<file path="src/hw/rtl/jspd_pkg.sv">
// Shared types, constants and the hat lookup of the serial joystick decoder.
// Used by jspd_front, jspd_queue, jspd_back and joystick_serial_packet_decoder.
package jspd_pkg;

    // Framing codes
    localparam logic [7:0] SYNC_BYTE  = 8'h2B;
    localparam logic [7:0] TYPE_LONG  = 8'h01;
    localparam logic [7:0] TYPE_SHORT = 8'h02;

    // Frame lengths, type byte included
    localparam logic [3:0] LEN_LONG  = 4'd10;
    localparam logic [3:0] LEN_SHORT = 4'd6;
    localparam logic [3:0] LEN_NONE  = 4'd0;

    // Frame bytes kept for decoding
    localparam int FIRST_KEPT = 2;
    localparam int LAST_KEPT  = 8;

    // Queue between front and back
    localparam int QUEUE_DEPTH = 2;
    localparam int QUEUE_PTR_W = $clog2(QUEUE_DEPTH);
    localparam int QUEUE_CNT_W = $clog2(QUEUE_DEPTH + 1);

    // Raw fields of one complete long frame
    typedef struct packed {
        logic [15:0] axis_x;
        logic [15:0] axis_y;
        logic [7:0]  throttle;
        logic [7:0]  buttons_lo;
        logic [7:0]  hat_byte;
    } t_frame_rec;

    // Queue fill status seen by both sides
    typedef struct packed {
        logic full;
        logic empty;
    } t_queue_stat;

    typedef struct packed {
        logic signed [1:0] x;
        logic signed [1:0] y;
    } t_hat;

    // Hat direction from the high nibble; upper half reads as centered
    function automatic t_hat hat_lookup(input logic [3:0] nib);
        t_hat h;
        case (nib)
            4'd0:    begin h.x =  2'sd0; h.y = -2'sd1; end
            4'd1:    begin h.x =  2'sd1; h.y = -2'sd1; end
            4'd2:    begin h.x =  2'sd1; h.y =  2'sd0; end
            4'd3:    begin h.x =  2'sd1; h.y =  2'sd1; end
            4'd4:    begin h.x =  2'sd0; h.y =  2'sd1; end
            4'd5:    begin h.x = -2'sd1; h.y =  2'sd1; end
            4'd6:    begin h.x = -2'sd1; h.y =  2'sd0; end
            4'd7:    begin h.x = -2'sd1; h.y = -2'sd1; end
            default: begin h.x =  2'sd0; h.y =  2'sd0; end
        endcase
        return h;
    endfunction

endpackage

</file>
<file path="src/hw/rtl/jspd_front.sv">
// Front end: byte parser that tracks sync, frame type and position, and
// pushes the kept bytes of each complete long frame. Depends on jspd_pkg.
module jspd_front (
    input  logic                  i_clk,
    input  logic                  i_rst_n,
    input  logic                  i_valid,
    input  logic [7:0]            i_rx_byte,
    input  jspd_pkg::t_queue_stat i_q_stat,
    output logic                  o_stall,
    output logic                  o_push,
    output jspd_pkg::t_frame_rec  o_rec
);

    logic       r_synced, n_synced;
    logic [3:0] r_frame_len, n_frame_len;
    logic [3:0] r_byte_idx, n_byte_idx;
    logic [7:0] r_bytes [jspd_pkg::FIRST_KEPT:jspd_pkg::LAST_KEPT];
    logic       accept;
    logic       wr_en;
    logic       push;

    // Hold off requests only while the queue has no room
    assign o_stall = i_q_stat.full;
    assign accept  = i_valid && !i_q_stat.full;

    // Parse one request
    always_comb begin
        n_synced    = r_synced;
        n_frame_len = r_frame_len;
        n_byte_idx  = r_byte_idx;
        wr_en       = 1'b0;
        push        = 1'b0;
        if (accept) begin
            if (!r_synced) begin
                if (i_rx_byte == jspd_pkg::SYNC_BYTE) begin
                    n_synced = 1'b1;
                end
            end else if (r_frame_len == jspd_pkg::LEN_NONE) begin
                // type byte takes frame slot 0
                if (i_rx_byte == jspd_pkg::TYPE_LONG) begin
                    n_frame_len = jspd_pkg::LEN_LONG;
                    n_byte_idx  = 4'd1;
                end else if (i_rx_byte == jspd_pkg::TYPE_SHORT) begin
                    n_frame_len = jspd_pkg::LEN_SHORT;
                    n_byte_idx  = 4'd1;
                end else begin
                    n_synced = 1'b0;
                end
            end else begin
                wr_en = 1'b1;
                if (r_byte_idx + 4'd1 == r_frame_len) begin
                    // frame complete: emit long frames, drop short ones
                    push        = (r_frame_len == jspd_pkg::LEN_LONG);
                    n_synced    = 1'b0;
                    n_frame_len = jspd_pkg::LEN_NONE;
                    n_byte_idx  = 4'd0;
                end else begin
                    n_byte_idx = r_byte_idx + 4'd1;
                end
            end
        end
    end

    // Control state
    always_ff @(posedge i_clk) begin
        if (!i_rst_n) begin
            r_synced    <= 1'b0;
            r_frame_len <= jspd_pkg::LEN_NONE;
            r_byte_idx  <= 4'd0;
        end else begin
            r_synced    <= n_synced;
            r_frame_len <= n_frame_len;
            r_byte_idx  <= n_byte_idx;
        end
    end

    // Capture the frame bytes that the decode needs
    always_ff @(posedge i_clk) begin
        for (int k = jspd_pkg::FIRST_KEPT; k <= jspd_pkg::LAST_KEPT; k++) begin
            if (wr_en && r_byte_idx == 4'(k)) begin
                r_bytes[k] <= i_rx_byte;
            end
        end
    end

    assign o_push              = push;
    assign o_rec.axis_x        = {r_bytes[3], r_bytes[2]};
    assign o_rec.axis_y        = {r_bytes[5], r_bytes[4]};
    assign o_rec.throttle      = r_bytes[6];
    assign o_rec.buttons_lo    = r_bytes[7];
    assign o_rec.hat_byte      = r_bytes[8];

    // A frame length is only set while synced
    a_len_needs_sync: assert property (@(posedge i_clk) disable iff (!i_rst_n)
        (r_frame_len != jspd_pkg::LEN_NONE) |-> r_synced)
        else $error("frame length set while not synced");

    // A push ends the frame and drops sync
    a_push_resets: assert property (@(posedge i_clk) disable iff (!i_rst_n)
        push |=> (!r_synced && r_frame_len == jspd_pkg::LEN_NONE))
        else $error("parser not cleared after frame");

endmodule

</file>
<file path="src/hw/rtl/jspd_queue.sv">
// Short queue of complete frame records between front and back.
// Depends on jspd_pkg.
module jspd_queue (
    input  logic                  i_clk,
    input  logic                  i_rst_n,
    input  logic                  i_push,
    input  jspd_pkg::t_frame_rec  i_rec,
    input  logic                  i_pop,
    output jspd_pkg::t_frame_rec  o_rec,
    output jspd_pkg::t_queue_stat o_stat
);

    jspd_pkg::t_frame_rec                 r_mem [jspd_pkg::QUEUE_DEPTH];
    logic [jspd_pkg::QUEUE_PTR_W-1:0]     r_wr_ptr;
    logic [jspd_pkg::QUEUE_PTR_W-1:0]     r_rd_ptr;
    logic [jspd_pkg::QUEUE_CNT_W-1:0]     r_count;

    assign o_stat.full  = (r_count == jspd_pkg::QUEUE_CNT_W'(jspd_pkg::QUEUE_DEPTH));
    assign o_stat.empty = (r_count == '0);
    assign o_rec        = r_mem[r_rd_ptr];

    // Store pushed records
    always_ff @(posedge i_clk) begin
        if (i_push) begin
            r_mem[r_wr_ptr] <= i_rec;
        end
    end

    // Advance pointers and count
    always_ff @(posedge i_clk) begin
        if (!i_rst_n) begin
            r_wr_ptr <= '0;
            r_rd_ptr <= '0;
            r_count  <= '0;
        end else begin
            if (i_push) begin
                r_wr_ptr <= r_wr_ptr + 1'b1;
            end
            if (i_pop) begin
                r_rd_ptr <= r_rd_ptr + 1'b1;
            end
            case ({i_push, i_pop})
                2'b10:   r_count <= r_count + 1'b1;
                2'b01:   r_count <= r_count - 1'b1;
                default: r_count <= r_count;
            endcase
        end
    end

    a_no_overflow: assert property (@(posedge i_clk) disable iff (!i_rst_n)
        i_push |-> !o_stat.full)
        else $error("push into full queue");

    a_no_underflow: assert property (@(posedge i_clk) disable iff (!i_rst_n)
        i_pop |-> !o_stat.empty)
        else $error("pop from empty queue");

endmodule

</file>
<file path="src/hw/rtl/jspd_back.sv">
// Back end: takes frame records from the queue, decodes hat and buttons,
// and holds the result in the output register. Depends on jspd_pkg.
module jspd_back (
    input  logic                  i_clk,
    input  logic                  i_rst_n,
    input  jspd_pkg::t_frame_rec  i_rec,
    input  jspd_pkg::t_queue_stat i_q_stat,
    input  logic                  i_stall,
    output logic                  o_pop,
    output logic                  o_valid,
    output logic signed [15:0]    o_axis_x,
    output logic signed [15:0]    o_axis_y,
    output logic [7:0]            o_throttle,
    output logic signed [1:0]     o_hat_x,
    output logic signed [1:0]     o_hat_y,
    output logic [8:0]            o_buttons
);

    logic               r_valid;
    logic signed [15:0] r_axis_x;
    logic signed [15:0] r_axis_y;
    logic [7:0]         r_throttle;
    logic signed [1:0]  r_hat_x;
    logic signed [1:0]  r_hat_y;
    logic [8:0]         r_buttons;
    logic               pop;
    jspd_pkg::t_hat     hat;

    // Load when the output register is free or being taken
    assign pop = !i_q_stat.empty && (!r_valid || !i_stall);
    assign hat = jspd_pkg::hat_lookup(i_rec.hat_byte[7:4]);

    always_ff @(posedge i_clk) begin
        if (!i_rst_n) begin
            r_valid <= 1'b0;
        end else if (pop) begin
            r_valid <= 1'b1;
        end else if (!i_stall) begin
            r_valid <= 1'b0;
        end
    end

    // Decode into the output register
    always_ff @(posedge i_clk) begin
        if (pop) begin
            r_axis_x   <= i_rec.axis_x;
            r_axis_y   <= i_rec.axis_y;
            r_throttle <= i_rec.throttle;
            r_hat_x    <= hat.x;
            r_hat_y    <= hat.y;
            r_buttons  <= {i_rec.hat_byte[0], i_rec.buttons_lo};
        end
    end

    assign o_pop      = pop;
    assign o_valid    = r_valid;
    assign o_axis_x   = r_axis_x;
    assign o_axis_y   = r_axis_y;
    assign o_throttle = r_throttle;
    assign o_hat_x    = r_hat_x;
    assign o_hat_y    = r_hat_y;
    assign o_buttons  = r_buttons;

    // A waiting record always moves out once the output register frees up
    a_drain: assert property (@(posedge i_clk) disable iff (!i_rst_n)
        (!i_q_stat.empty && !r_valid) |=> r_valid)
        else $error("queued record not loaded");

endmodule

</file>
<file path="src/hw/rtl/joystick_serial_packet_decoder.sv">
// Top level of the serial joystick frame decoder.
// Depends on jspd_pkg, jspd_front, jspd_queue and jspd_back.

// The decoder takes one received byte per cycle while o_stall is low,
// hunts for the sync byte 0x2B, reads the type byte after it and collects
// a 10-byte (type 1) or 6-byte (type 2) frame; any other type drops back
// to hunting. Each complete type-1 frame yields one result with stick X/Y,
// throttle, nine buttons and hat direction; type-2 frames produce nothing.
// Each result is pushed into the record queue and then loaded into the
// output register. The parser, the two-entry record queue and the output
// register run decoupled, so o_stall rises only when that queue is full,
// which takes a downstream stall across several whole frames.
module joystick_serial_packet_decoder (
    input  logic               i_clk,
    input  logic               i_rst_n,
    input  logic               i_valid,
    input  logic [7:0]         i_rx_byte,
    output logic               o_stall,
    output logic               o_valid,
    input  logic               i_stall,
    output logic signed [15:0] o_axis_x,
    output logic signed [15:0] o_axis_y,
    output logic [7:0]         o_throttle,
    output logic signed [1:0]  o_hat_x,
    output logic signed [1:0]  o_hat_y,
    output logic [8:0]         o_buttons
);

    jspd_pkg::t_queue_stat q_stat;
    jspd_pkg::t_frame_rec  push_rec;
    jspd_pkg::t_frame_rec  pop_rec;
    logic                  push;
    logic                  pop;

    jspd_front u_front (
        .i_clk     (i_clk),
        .i_rst_n   (i_rst_n),
        .i_valid   (i_valid),
        .i_rx_byte (i_rx_byte),
        .i_q_stat  (q_stat),
        .o_stall   (o_stall),
        .o_push    (push),
        .o_rec     (push_rec)
    );

    jspd_queue u_queue (
        .i_clk   (i_clk),
        .i_rst_n (i_rst_n),
        .i_push  (push),
        .i_rec   (push_rec),
        .i_pop   (pop),
        .o_rec   (pop_rec),
        .o_stat  (q_stat)
    );

    jspd_back u_back (
        .i_clk      (i_clk),
        .i_rst_n    (i_rst_n),
        .i_rec      (pop_rec),
        .i_q_stat   (q_stat),
        .i_stall    (i_stall),
        .o_pop      (pop),
        .o_valid    (o_valid),
        .o_axis_x   (o_axis_x),
        .o_axis_y   (o_axis_y),
        .o_throttle (o_throttle),
        .o_hat_x    (o_hat_x),
        .o_hat_y    (o_hat_y),
        .o_buttons  (o_buttons)
    );

endmodule
</file>
<file path="config.mk">
export PLATFORM = sky130hd
export DESIGN_NAME = joystick_serial_packet_decoder
export DESIGN_NICKNAME = d
export VERILOG_FILES = /design/src/hw/rtl/jspd_pkg.sv /design/src/hw/rtl/jspd_front.sv /design/src/hw/rtl/jspd_queue.sv /design/src/hw/rtl/jspd_back.sv /design/src/hw/rtl/joystick_serial_packet_decoder.sv
export SDC_FILE = /design/constraint.sdc
export NUM_CORES = 1
export LEC_CHECK = 0
export ABC_AREA = 0
export BUFFER_PORTS_ARGS = -buffer_cell sky130_fd_sc_hd__clkbuf_2
export CAP_MARGIN = 40
export CORE_UTILIZATION = 40
export CTS_CLUSTER_SIZE = 10
export DETAILED_ROUTE_END_ITERATION = 10
export GPL_TIMING_DRIVEN = 0
export MAX_ROUTING_LAYER = met4
export PLACE_DENSITY_LB_ADDON = 0.2
export SLEW_MARGIN = 20
export SYNTH_ARGS = -nofsm -noshare
export SYNTH_HDL_FRONTEND = slang
export SYNTH_SLANG_ARGS = --single-unit
</file>
<file path="constraint.sdc">
create_clock -name i_clk -period 4 [get_ports i_clk]
set_input_delay 0.2 -clock i_clk [delete_from_list [all_inputs] [get_ports i_clk]]
set_output_delay 0.2 -clock i_clk [all_outputs]
set_load 0.01 [all_outputs]
</file>
==> impl.org, run 1 <==
** Status
- Run status :: complete, no violations

** Synthesis
- The netlist uses 41 different library cells.
- After synthesis, the mean cell area works out to 20.3 um^2.
- Simple-gate share of the synthesized area :: 0.0419
- Of the total synthesized cell area, the portion taken by full adders, half adders and majority gates is 0.00784.
- Number of enable-type register cells in the synthesized netlist :: 212
- Of the synthesized area, sequential elements account for 0.833.
- Synth Warn # :: 0
- Commonest cells in the synthesized netlist :: edfxtp_1, mux2_2, dfxtp_1
- Synthesis handed over a netlist of 392 instances.
- Netlist Area Pre-Place :: 0.00798 mm^2
- XOR/XNOR Fraction of Synth Area :: 0.0140
- Synthesized-area fraction occupied by ao, oa, aoi and oai cells :: 0.0226
- Synthesized Nets :: 409
- By area, the combinational part of the netlist is dominated by multiplexers.
- Counting flops and latches in the post-synthesis netlist gives 226.
- edfxtp_1 is the most common cell in the netlist.
- Ranked by total cell area, the synthesized netlist is headed by edfxtp_1, mux2_2, dfxtp_1.
- Async S/R FF share, synth :: 0
- Multiplexer fraction of the synthesized cell area :: 0.0718
- For this run, the leading register cell type out of synthesis is edfxtp_1.
- Cell taking the most area after synthesis :: edfxtp_1
- The share of synthesized area in the top cell type comes to 0.798.

** Place
- Input and output buffers added on the ports amount to 66.
- After detailed placement, the design holds a cell count of 730.
- At the end of routability-driven placement, the weighted congestion stood at a little over 0.8.
- Post-detailed-placement cell area :: 0.00880 mm^2
- Detailed placement finished with a half-perimeter wire length of 8250 um.

** STA
- Counting I/O delays and the setup requirement, the final critical path takes 2.99 ns.
- Number of endpoints failing setup at the final stage :: 0
- Setup repair after global routing left no endpoint under its margin.
- Between clock sinks in the finished design, the worst skew comes to 0.00959 ns.
- Max Transition Viols Final :: 0
- Total negative setup slack :: 0 ns
- Normalized max-slew margin :: 0.548
- Total count of hold-check failures in the final report :: 0
- Part of the cycle the worst path needs :: 0.747
- Achievable clock frequency :: 0.335 GHz
- Transition at the pin with the smallest max-transition slack :: 0.673 ns
- Post-Route Hold Slack :: 0.0800 ns

** Final layout
- With fillers left out, the area of the finished cells amounts to 0.00960 mm^2.
- Antenna Cells :: 0
- The area growth from synthesis to layout is 20.4%.
- Multi-input gate area :: 0.00129 mm^2
- Fill cells in the final layout number around 1700.
- Final instance count without filler cells :: between 700 and 800
- Layout cell share with drive strength beyond 1 :: 0.315
- FF/Latch Area :: roughly 0.0066 mm^2
- The net count of the finished layout is 512.

** Setup path
- Critical-path cell list :: inv_1 -> ha_1 -> xnor2_1 -> nand3_4 -> nor4_2 -> inv_1 -> nor2_4 -> buf_12
- Crit path top cell by count :: inv_1
- The largest single stage delay on the critical path is 0.48 ns.
- STA classifies the critical path endpoint as a flop.
- At the worst endpoint, the required time is 4.20 ns.
- Peak fanout along the critical path :: 24
- The setup path with the least slack is of type reg2reg.
- The critical path starts at u_front.r_byte_idx[0].
- Critical Path Start Type :: flop
- Data arrival, critical path :: 3.19 ns
- Reg-to-Reg Start :: u_front.r_byte_idx[0]
- On the critical path, the stage with the largest delay is an instance of dfxtp_1.

** Floorplanning
- The floorplan has ~50 rows.
- Number of ports placed on the die boundary :: 67
- In this run the horizontal extent of the chip is 143 um.
- The initial utilization of the core area, before any placement, comes to 0.408.
- Height of the chip :: 143 um
- The region available for standard cell placement spans 0.0195 mm^2.
- Die area :: 0.0205 mm^2

** Pwr
- Post-route total power :: 0.00543 W
- Leakage power of the design :: 3.18 nW
- In this run the power density over the cells is 566 mW/mm^2.
- IR analysis of the VDD net gives a maximum drop of 0.261 mV.

** Hold path
- In this run the worst hold path is classified as in2reg.
- The startpoint identified for the worst hold timing path is i_rx_byte[7].

** CTS
- In this run the number of H-tree levels came out at 1.
- Number of sinks driven by the clock tree :: 226
- TritonCTS clock tree :: built
- Clock latency on the worst-skew pair :: 0.51 ns
- The number of setup buffers added after CTS is 0.
- Clock-pin slew was measured on the worst setup and hold paths at roughly 0.05 ns.
- The tree is rooted in a clkbuf_16.
- PostCTS Resize Cnt :: 0
- Longest Clk Path Bufs :: 3
- Number of hold buffers added after cts :: 2
- Counting the buffers created by CTS gives 26.

** Global routing
- The number of antenna violations at the first check in global routing came to 0.
- First-pass GRT wire length :: between 20000 and 25000 um
- Pin count of the biggest net entering global routing :: 28
- Overflow left after global routing :: 0
- For this run, the total global-route usage over all layers was measured as 0.142.
- The via count of the first global-routing pass was between 3000 and 4000.

** Drt
- Using the TritonRoute via totals, the vias-per-cell ratio works out to around 4.8.
- The detail route stage leaves a number of antenna-violating nets equal to 0.
- WL final :: about 14000 um
- Drt drc :: 0
- The first detailed-routing pass took 4 iterations.
- After the first detailed-routing iteration, the DRC count stood at around 170.
- Dividing the detail-routed wire length by the instance count gives 17.4 um.
- Overall via count from detail_route :: around 3700

** Job
- The tool flagged a number of max-cap violations equal to 0.
[registers in the layout (all words and copies together) (netlist names), named ones only]
name,cells
u_front.r_bytes,53
u_queue.r_rd_ptr,1
u_front.r_synced,1
u_back.o_throttle,8
u_queue.r_count,2
u_back.o_hat_y,2
u_back.o_axis_y,16
u_queue.r_wr_ptr,1
u_front.r_byte_idx,4
u_back.o_valid,1
u_back.o_buttons,9
u_back.o_axis_x,16
u_front.r_frame_len,3
u_queue.r_mem,106
u_back.o_hat_x,2
[cell type report]
type / instances / share of cell area
Clock buffer: 48 / 0.0808
Sequential cell: 226 / 0.692
Tap cell: 265 / 0.0345
Buffer: 10 / 0.00482
Timing Repair Buffer: 75 / 0.0503
Multi-Input combinational cell: 150 / 0.135
Inverter: 6 / 0.00235
[cell usage in the layout, fill, tap and decap left out, types with 7 or more instances in the layout]
master / n
edfxtp_1: 212
clkbuf_2: 66
mux2_2: 50
clkbuf_16: 28
clkbuf_1: 26
dfxtp_1: 14
nor2_1: 10
nand2_1: 7
[where the power goes]
| group | total [W] | switching (W) | leakage, nW | internal, W |
|---|---|---|---|---|
| Clock | 0.00213 | 0.000843 | 0.369 | 0.00129 |
| Sequential | 0.00276 | 0.0000326 | 2.02 | 0.00273 |
| Combinational | 0.000535 | 0.000305 | 0.785 | 0.000230 |
| Total | 0.00543 | 0.00118 | 3.18 | 0.00425 |
[cells by family (layout without fill, tap and decap cells)]
kind of cell	count (synthesis)	count (layout)
adders and majority gates	5	5
AOI/OAI and AO/OA	27	27
muxes	51	51
buffers and inverters	16	139
DFF	226	226
xor gates and xnor gates	11	11
and+or+nand+nor	56	56
[per-stage QoR]
step                setup WS [ns]   util
finish                       1.01  0.492
floorplan                   0.506      -
global placement           -0.596  0.443
CTS                         0.991  0.492
global route                0.766  0.492
detailed placement           1.00  0.451
[worst max-delay path: cells and delay by family, from the launching register on]
family	cells	cell delay (ns)
DFF	1	0.48
adders and majority gates	1	0.34
and+or+nand+nor	3	1.06
buffers and inverters	3	0.53
xor gates and xnor gates	1	0.24
[routing by layer]
| layer | up-vias | wire length, um | GRT usage |
|---|---|---|---|
| li1 | 1744 | - | - |
| met1 | 1860 | 5960 | 0.180 |
| met2 | 94 | 6610 | 0.225 |
| met3 | 35 | 663 | 0.0262 |
| met4 | 0 | 350 | 0.0560 |
| met5 | - | 0 | - |
[path summary, 6_finish.rpt]
check,to,slack [ns],cells past startpoint
worst max-delay path,u_queue.r_mem[0][39],1.01,8
worst min-delay path,u_front.r_bytes[0][31],0.08,1
worst min register to register,u_queue.r_mem[0][51],0.43,0
worst max register to register,u_queue.r_mem[0][39],1.01,8
No activity file was read; power rests on OpenSTA's default activity.
==> inputs of run 2 (changes only) <==
--- a/config.mk
+++ b/config.mk
@@ -5,7 +5,7 @@
 export SDC_FILE = /design/constraint.sdc
 export NUM_CORES = 1
 export LEC_CHECK = 0
-export ABC_AREA = 0
+export ABC_AREA = 1
 export BUFFER_PORTS_ARGS = -buffer_cell sky130_fd_sc_hd__clkbuf_2
 export CAP_MARGIN = 40
 export CORE_UTILIZATION = 40
==> constraint.sdc (replaced) <==
create_clock -name i_clk -period 2.9 [get_ports i_clk]
set_input_delay 0.145 -clock i_clk [delete_from_list [all_inputs] [get_ports i_clk]]
set_output_delay 0.145 -clock i_clk [all_outputs]
set_load 0.01 [all_outputs]
==> run 2 against run 1 <==
Net effect:
- fmax grew 15%
- synthesized cell count grew 8.9%
- worst hold slack lost 0.071 ns
- utilization shrank 0.064 points
- first-iteration DRC count grew 46%
- largest power group unchanged
==> impl.org, run 2 <==
** Floorplanning
- The die width came to 143 um (about the same).
- Number of rows in the core area :: 51 (unchanged)
- Core footprint :: 0.0195 mm^2 (unchanged)
- The overall die area was 0.0205 mm^2 (about the same).
- Number of ports placed on the die boundary :: 67 (unchanged)
- The die boundary height was 143 um (about the same).
- The starting density of the core is 0.409 (about the same).

** Synthesis
- Area share of the largest cell type after synthesis :: 0.797 (about the same)
- The number of warnings issued by yosys is 0 (unchanged).
- The average cell area after synthesis came to 18.7 um^2 (-8.1%).
- The gate count of the mapped netlist is 427 (+8.9%).
- The post-synthesis sequential element count was 226 (unchanged).
- Most area-consuming cells after synthesis :: edfxtp_1, mux2_2, dfxtp_1
- Cell taking the most area after synthesis :: edfxtp_1
- Netlist Area Pre-Place :: 0.00798 mm^2 (about the same)
- Part of the Yosys area used for sequential elements :: 0.832 (about the same)
- The commonest cells after synthesis are edfxtp_1, mux2_2, nand2_1.
- Number of different library cells in the post-synthesis netlist :: 28 (-32%)
- The most used flip-flop cell after synthesis is edfxtp_1.
- The share of flip-flops with an asynchronous set or reset came to 0 (unchanged).
- Synthesized Nets :: 444 (+8.6%)
- Number of enable-type register cells in the synthesized netlist :: 212 (unchanged)
- Most frequent cell after synthesis :: edfxtp_1

** Drt
- The final wirelength was 13600 um (about the same).
- Vias/cell :: 4.74 (-1.0%)
- The post-detailed-route DRC marker count was 0 (unchanged).
- Antenna Violating Nets Remaining :: 0 (unchanged)
- Overall via count from detail_route :: 3852 (+3.2%)
- Detailed router's first-iteration violation count :: 246 (+46%)
- Number of iterations in the first detailed-routing pass :: 4 (unchanged)
- The average detailed-routed wire length per instance came to 16.7 um (-4.1%).

** STA
- Max Transition Viols Final :: 0 (unchanged)
- The worst clock skew came to 0.00916 ns (-0.000428 ns).
- Total count of hold-check failures in the final report :: 0 (unchanged)
- The measured slew at the worst slew-check pin is 0.761 ns (+0.0889 ns).
- The final cycle utilization of the critical path was 0.898 (+0.151).
- Achievable clock frequency :: 0.384 GHz (+15%)
- Post-Route Hold Slack :: 0.00902 ns (-0.0710 ns)
- Setup repair after global routing left no endpoint under its margin.
- The sum of negative setup slack came to 0 ns (unchanged).
- Final Critical Period :: 2.61 ns (-0.384 ns)
- The setup violation total in the final timing report is 0 (unchanged).
- Normalized max-slew margin :: 0.490 (-0.0586)
- Final Worst Setup Slack :: 0.295 ns (-0.716 ns)

** CTS
- In this run the clock root is driven by a clkbuf_16.
- The total clock buffers created by CTS came to 26 (unchanged).
- Number of buffers added for setup after CTS :: 0 (unchanged)
- TritonCTS built the clock tree.
- The clock-pin slew on the worst setup and hold paths was 0.06 ns (about the same).
- The H-tree depth is 1 (unchanged).
- The CTS sink count is 226 (unchanged).
- The maximum buffer depth of the clock tree was 3 (unchanged).
- Clock latency on the worst-skew pair :: 0.51 ns (about the same)

** Setup path
- The worst path arrival time is 2.81 ns (-0.38 ns).
- Worst Path Required :: 3.11 ns (-1.09 ns)
- The critical path in this run is classified as reg2reg.
- STA classifies the critical path startpoint as a flop.
- The worst setup path is captured at a flop.
- Peak fanout along the critical path :: 19 (-21%)

** Global routing
- The number of antenna violations at the first check in global routing is 0 (unchanged).
- Total routing resource utilization after global routing :: 0.143 (+0.00154)
- Overflow left after global routing :: 0 (unchanged)
- The first-pass GRT wire length came to 21100 um (+1.7%).
- The maximum number of pins on one net before global-route repair came to 58 (+110%).
- Via count of the first global-routing pass :: 3913 (+1.4%)

** Final layout
- The final core utilization was 0.491 (-0.000641).
- Register ranked first by flip-flop count :: u_queue.r_mem
- Commonest cells after routing, fill and taps aside :: edfxtp_1, clkbuf_2, mux2_2, nand2_1, clkbuf_16
- Total number of nets in the final design :: 545 (+6.4%)
- The fraction of layout cells with a size suffix above 1 came to 0.330 (+0.0157).
- Leaving out fill and tap cells, the most frequent cell in the layout is edfxtp_1.
- Antenna Cells :: 0 (unchanged)
- Largest register FFs :: 106 (unchanged)
- Number of fill cells :: 1635 (-0.97%)
- The number of standard cells in the final layout excluding fillers was 813 (+4.2%).
- Largest registers in the final layout :: u_queue.r_mem (106), u_front.r_bytes (53)
- Synth-to-Final Area Change :: 20.1%

** Job
- The max-cap check violation count came to 0 (unchanged).

** Hold path
- In this run the worst hold path is classified as in2reg.

** Place
- Placer's final routability congestion estimate :: 0.871 (+7.6%)
- The worst-case setup slack after placement was 0.280 ns (-0.722 ns).
- The number of input and output port buffers inserted was 66 (unchanged).
- Cell total after placement :: 763 (+4.5%)
- Post-detailed-placement half-perimeter wirelength :: 8270 um (+0.30%)

** Status
- Run status :: complete, no violations

** Pwr
- The reported leakage power is 3.28 nW (+3.2%).
- The ratio of total power to cell area was 765 mW/mm^2 (+35%).
- IR Drop Worst-Case VDD :: 0.429 mV (+64%)
[run 2: cell types whose count changed after synthesis, sizes merged, moves of 5 or more]
cell	change
nor2b	-5
nand3	+12
a21oi	+6
clkbuf	-6
inv	+21
or3	-5
o211ai	-5
nand2	+27
nor2	+10
and2	-7
xnor2	-5
[run 2: final cells by class]
| type | count | area, um^2 | area share |
|---|---|---|---|
| flip-flops and latches | 226 | 6650 | 0.693 |
| multi-input cells | 167 | 1240 | 0.130 |
| clock buffers | 47 | 751 | 0.0783 |
| repair buffers | 73 | 468 | 0.0488 |
| well taps | 265 | 332 | 0.0346 |
| inverters | 27 | 104 | 0.0108 |
| plain buffers | 7 | 37.5 | 0.00391 |
| clock inverters | 1 | 5.00 | 0.000522 |
[run 2: worst paths after layout]
| kind | from | endpoint | slack (ns) | cells past startpoint |
|---|---|---|---|---|
| setup reg to reg | u_front.r_byte_idx[0] | u_queue.r_mem[0][32] | 0.29 | 9 |
| setup / recovery | u_front.r_byte_idx[0] | u_queue.r_mem[0][32] | 0.29 | 9 |
| hold reg to reg | u_front.r_bytes[0][46] | u_queue.r_mem[0][38] | 0.44 | 0 |
| hold / removal | i_rx_byte[2] | u_front.r_bytes[0][50] | 0.009 | 1 |
[run 2: power by group]
part / switching (W) / internal [W] / leakage (nW)
logic: 0.000393 / 0.000262 / 0.893
clock network: 0.00116 / 0.00173 / 0.360
registers: 0.0000404 / 0.00375 / 2.02
total: 0.00159 / 0.00574 / 3.28
[run 2: logic make-up (layout without fill, tap and decap cells)]
| kind of cell | count (synthesis) | in the layout | synth area share |
|---|---|---|---|
| adders and majority gates | 5 | 5 | 0.00784 |
| DFF | 226 | 226 | 0.832 |
| muxes | 52 | 52 | 0.0733 |
| and+or+nand+nor | 84 | 84 | 0.0508 |
| AOI/OAI and AO/OA | 25 | 25 | 0.0171 |
| buffers and inverters | 34 | 155 | 0.0174 |
| xor gates and xnor gates | 1 | 1 | 0.00110 |
[run 2: per-layer routing]
layer / global-route usage / vias to the layer above / wire, um / share of wire
met5: - / - / 0 / 0
met4: 0.0588 / 0 / 434 / 0.032
met3: 0.0268 / 33 / 554 / 0.041
met2: 0.227 / 101 / 6590 / 0.49
met1: 0.181 / 1914 / 6000 / 0.44
li1: - / 1804 / - / -
[run 2: worst max-delay path, cell delays in order (launching register included)]
cell and delay, ns:
dfxtp_1 0.51, inv_1 0.11, ha_1 0.32, inv_1 0.06
nand2_1 0.05, nand3_1 0.08, nor2_2 0.16, nand3b_2 0.18
nor2_4 0.56, buf_16 0.25
[run 2: repair_timing]
item | 4_1_cts | 5_1_grt
endpoints found under the hold margin | 6 | 0
setup endpoints to repair | 0 | 0
gates resized for setup | 0 | 0
hold buffers | 2 | 0
[run 2: per-stage QoR]
| stage | total power [W] | cell area [um^2] |
|---|---|---|
| finish | 0.00734 | 9590 |
| global route | 0.00763 | 9590 |
| CTS | 0.00744 | 9590 |
| detailed placement | 0.00454 | 8810 |
| global placement | 0.00453 | 8650 |
| floorplan | 0.00428 | 7990 |
==> inputs of run 3 (changes only) <==
--- a/config.mk
+++ b/config.mk
@@ -13,8 +13,7 @@
 export DETAILED_ROUTE_END_ITERATION = 10
 export GPL_TIMING_DRIVEN = 0
 export MAX_ROUTING_LAYER = met4
-export PLACE_DENSITY_LB_ADDON = 0.2
-export SLEW_MARGIN = 20
+export PLACE_DENSITY = 0.62
 export SYNTH_ARGS = -nofsm -noshare
 export SYNTH_HDL_FRONTEND = slang
 export SYNTH_SLANG_ARGS = --single-unit
==> run 3 against run 2 <==
Net effect:
- utilization decreased by 0.24 points
- fmax grew 6.1%
- sequential power about the same
- non-clock buffer count up 6
- cell count down 0.37%
- critical endpoint is now u_queue.r_mem[1][38]
- largest power group unchanged
==> impl.org, run 3 (synthesis results as in run 2) <==
** Status
- Run status :: complete, no violations

** Setup path
- Critical path start-end classification :: reg2reg
- The worst path arrival time was 2.65 ns (-0.16 ns).
- The critical path goes through inv_1 -> ha_1 -> inv_1 -> nand2_1 -> nand3_1 -> nor2_2 -> nand3b_2 -> nor2_4 -> buf_12 -> buf_12.
- Number of cells traversed by the worst register-to-register path :: 10 (+1)
- Peak fanout along the critical path :: 26 (+7)
- The worst setup path is launched from a flop.
- Slack of the worst reg-to-reg path :: 0.44 ns (+0.15 ns)
- The biggest cell delay along the critical path is 0.51 ns (-0.05 ns).
- The data required time of the critical path is 3.09 ns (-0.02 ns).
- In this run the critical register-to-register path is launched from u_front.r_byte_idx[0].
- Following the worst setup path forward leads to its endpoint at u_queue.r_mem[1][38].
- FF-to-FF End :: u_queue.r_mem[1][38]
- Startpoint of the most critical setup path :: u_front.r_byte_idx[0]
- Among all stages on the critical path, the largest delay is contributed by dfxtp_1.
- The worst setup path is captured at a flop.

** Final layout
- The number of nets at the end of the flow was 551 (+1.1%).
- Layout cell share with drive strength beyond 1 :: 0.330 (about the same)
- The number of inserted diodes was 0 (unchanged).
- The flip-flop count of the largest register, all copies and words added came to 106 (unchanged).
- Synth-to-Final Area Change :: 19.5%
- Commonest cells after routing, fill and taps aside :: edfxtp_1, clkbuf_2, mux2_2, nand2_1, clkbuf_16
- The number of standard cells in the final layout excluding fillers was 810 (-0.37%).
- Largest registers in the final layout :: u_queue.r_mem (106), u_front.r_bytes (53)
- More flip-flops sit in one register than any other, and that register is u_queue.r_mem.
- The library cell used most frequently in the layout, excluding fill and tap cells, is edfxtp_1.

** Hold path
- In this run the worst hold path is classified as in2reg.

** Pwr
- Fraction of power consumed by combinational cells :: 0.093 (+0.004)
- The cell-internal power came to 0.00571 W (-0.57%).
- IR Drop Worst-Case VDD :: 0.312 mV (-27%)
- Switch share :: 0.212 (-0.00559)
- The ratio of total power to cell area is 759 mW/mm^2 (-0.78%).
- Sequential Power Share :: 0.523 (+0.006)
- The net switching power came to 0.00153 W (-3.8%).
- Clock group share of total power :: 0.384 (-0.010)
- Leakage power of the design :: 3.29 nW (+0.24%)

** Floorplanning
- Core footprint :: 0.0195 mm^2 (unchanged)
- Number of ports placed on the die boundary :: 67 (unchanged)
- The starting density of the core is 0.409 (unchanged).
- The count of standard-cell rows is 51 (unchanged).
- Height of the chip :: 143 um (unchanged)
- The die width is 143 um (unchanged).
- Die area :: 0.0205 mm^2 (unchanged)

** Global routing
- First-pass GRT wire length :: 20400 um (-3.2%)
- Pin count of the biggest net entering global routing :: 39 (-33%)
- The global-route usage over all layers came to 0.139 (-0.00436).
- The via count of the first global-routing pass was 3748 (-4.2%).
- Overflow left after global routing :: 0 (unchanged)
- Number of antenna violations at the first check in global routing :: 0 (unchanged)

** STA
- Achievable clock frequency :: 0.407 GHz (+6.1%)
- Total count of hold-check failures in the final report :: 0 (unchanged)
- Total negative setup slack :: 0 ns (unchanged)
- The worst max-slew margin expressed relative to the limit is 0.516 (+0.0267).
- The final cycle utilization of the critical path came to 0.847 (-0.0514).
- The max-slew violation total from the final report came to 0 (unchanged).
- Unrepaired setup endpoints after global routing :: no
- Final Critical Period :: 2.46 ns (-0.149 ns)
- The measured slew at the worst slew-check pin was 0.723 ns (-0.0385 ns).
- Setup skew after layout :: 0.00802 ns (-0.00114 ns)
- Number of endpoints failing setup at the final stage :: 0 (unchanged)

** CTS
- Clock-pin slew on the worst setup and hold paths :: 0.06 ns (about the same)
- Clock latency on the worst-skew pair :: 0.50 ns (about the same)
- The maximum buffer depth of the clock tree was 3 (unchanged).
- CTS root buffer :: clkbuf_16
- The number of cells upsized or downsized after cts is 0 (unchanged).
- Inserted Clock Buffers :: 26 (unchanged)
- The CTS sink count came to 226 (unchanged).
- Count of H-tree levels built during CTS :: 1 (unchanged)
- TritonCTS clock tree :: built

** Place
- Cell total after placement :: 769 (+0.79%)
- The number of input and output port buffers inserted is 66 (unchanged).
- The routability congestion estimate is 0.802 (-8.0%).
- Post-detailed-placement half-perimeter wirelength :: 8410 um (+1.6%)

** Drt
- WL final :: 13200 um (-2.5%)
- The routed length on met2 is 6500 um (-1.4%).
- Vias/cell :: 4.66 (-1.7%)
- The detailed-routing iteration count for the pre-antenna-repair pass came to 4 (unchanged).
- Drt drc :: 0 (unchanged)
- The detailed-routing wirelength on met1 is 5790 um (-3.5%).
- The number of DRC violations after detailed-routing iteration 0 was 262 (+6.5%).
- Met3 layer wire length in the routed design :: 751 um (+36%)
- Overall via count from detail_route :: 3773 (-2.1%)
- Top Layer Used :: met4
- Antenna Violating Nets Remaining :: 0 (unchanged)
- The average detailed-routed wire length per instance was 16.4 um (-2.1%).

** Job
- The max-cap check violation count came to 0 (unchanged).
## run 3: repair_timing
action,4_1_cts,5_1_grt
buffers inserted,0,0
hold buffers,2,0
endpoints found under the hold margin,2,0
## run 3: cell type report
class | count | area, um^2
fillers | 1638 | 9990
inverters | 27 | 101
well taps | 265 | 332
plain buffers | 7 | 37.5
repair buffers | 79 | 489
flip-flops and latches | 226 | 6650
clock buffers | 39 | 721
multi-input cells | 167 | 1210
## run 3: how the worst min path moves through the flow
stage	endpoint	slack [ns]	cells past startpoint	start
finish	u_front.r_bytes[0][24]	0.07	1	i_rx_byte[0]
global route	u_front.r_bytes[0][50]	0.07	1	i_rx_byte[2]
CTS	u_front.r_bytes[0][54]	0.07	1	i_rx_byte[6]
detailed placement	u_back.o_valid	0.43	3	i_stall
global placement	u_back.o_valid	0.40	3	i_stall
floorplan	u_front.r_bytes[0][16]	0.24	0	i_rx_byte[0]
## run 3: power by group through the flow
stage | Combinational [W] | Sequential, W | Clock, W
final | 0.000672 | 0.00379 | 0.00278
after global routing | 0.000736 | 0.00380 | 0.00302
after CTS | 0.000694 | 0.00379 | 0.00286
after detailed placement | 0.000686 | 0.00386 | 0
after global placement | 0.000653 | 0.00387 | 0
after floorplan | 0.000347 | 0.00393 | 0
## run 3: critical path, delay by kind of cell (launching register included)
| family | cells | cell delay, ns |
|---|---|---|
| flip-flops | 1 | 0.51 |
| AND/OR/NAND/NOR | 5 | 0.69 |
| adder cells (fa/ha/maj) | 1 | 0.32 |
| buffers and inverters | 4 | 0.60 |
## run 3: stage by stage
stage,power [W],utilization,hold WS [ns],setup WS [ns],instance area (um^2)
final,0.00724,0.489,0.0724,0.444,9540
after global routing,0.00756,0.489,0.0655,0.238,9540
after floorplan,0.00428,-,0.244,-0.161,7990
after global placement,0.00452,0.443,0.405,-1.15,8650
after detailed placement,0.00455,0.451,0.430,0.450,8800
after CTS,0.00735,0.489,0.0731,0.437,9540
## run 3: layer usage
metal,track usage,up-vias
met2,0.227,107
met5,-,-
li1,-,1815
met4,0.0392,0
met1,0.177,1832
met3,0.0252,19
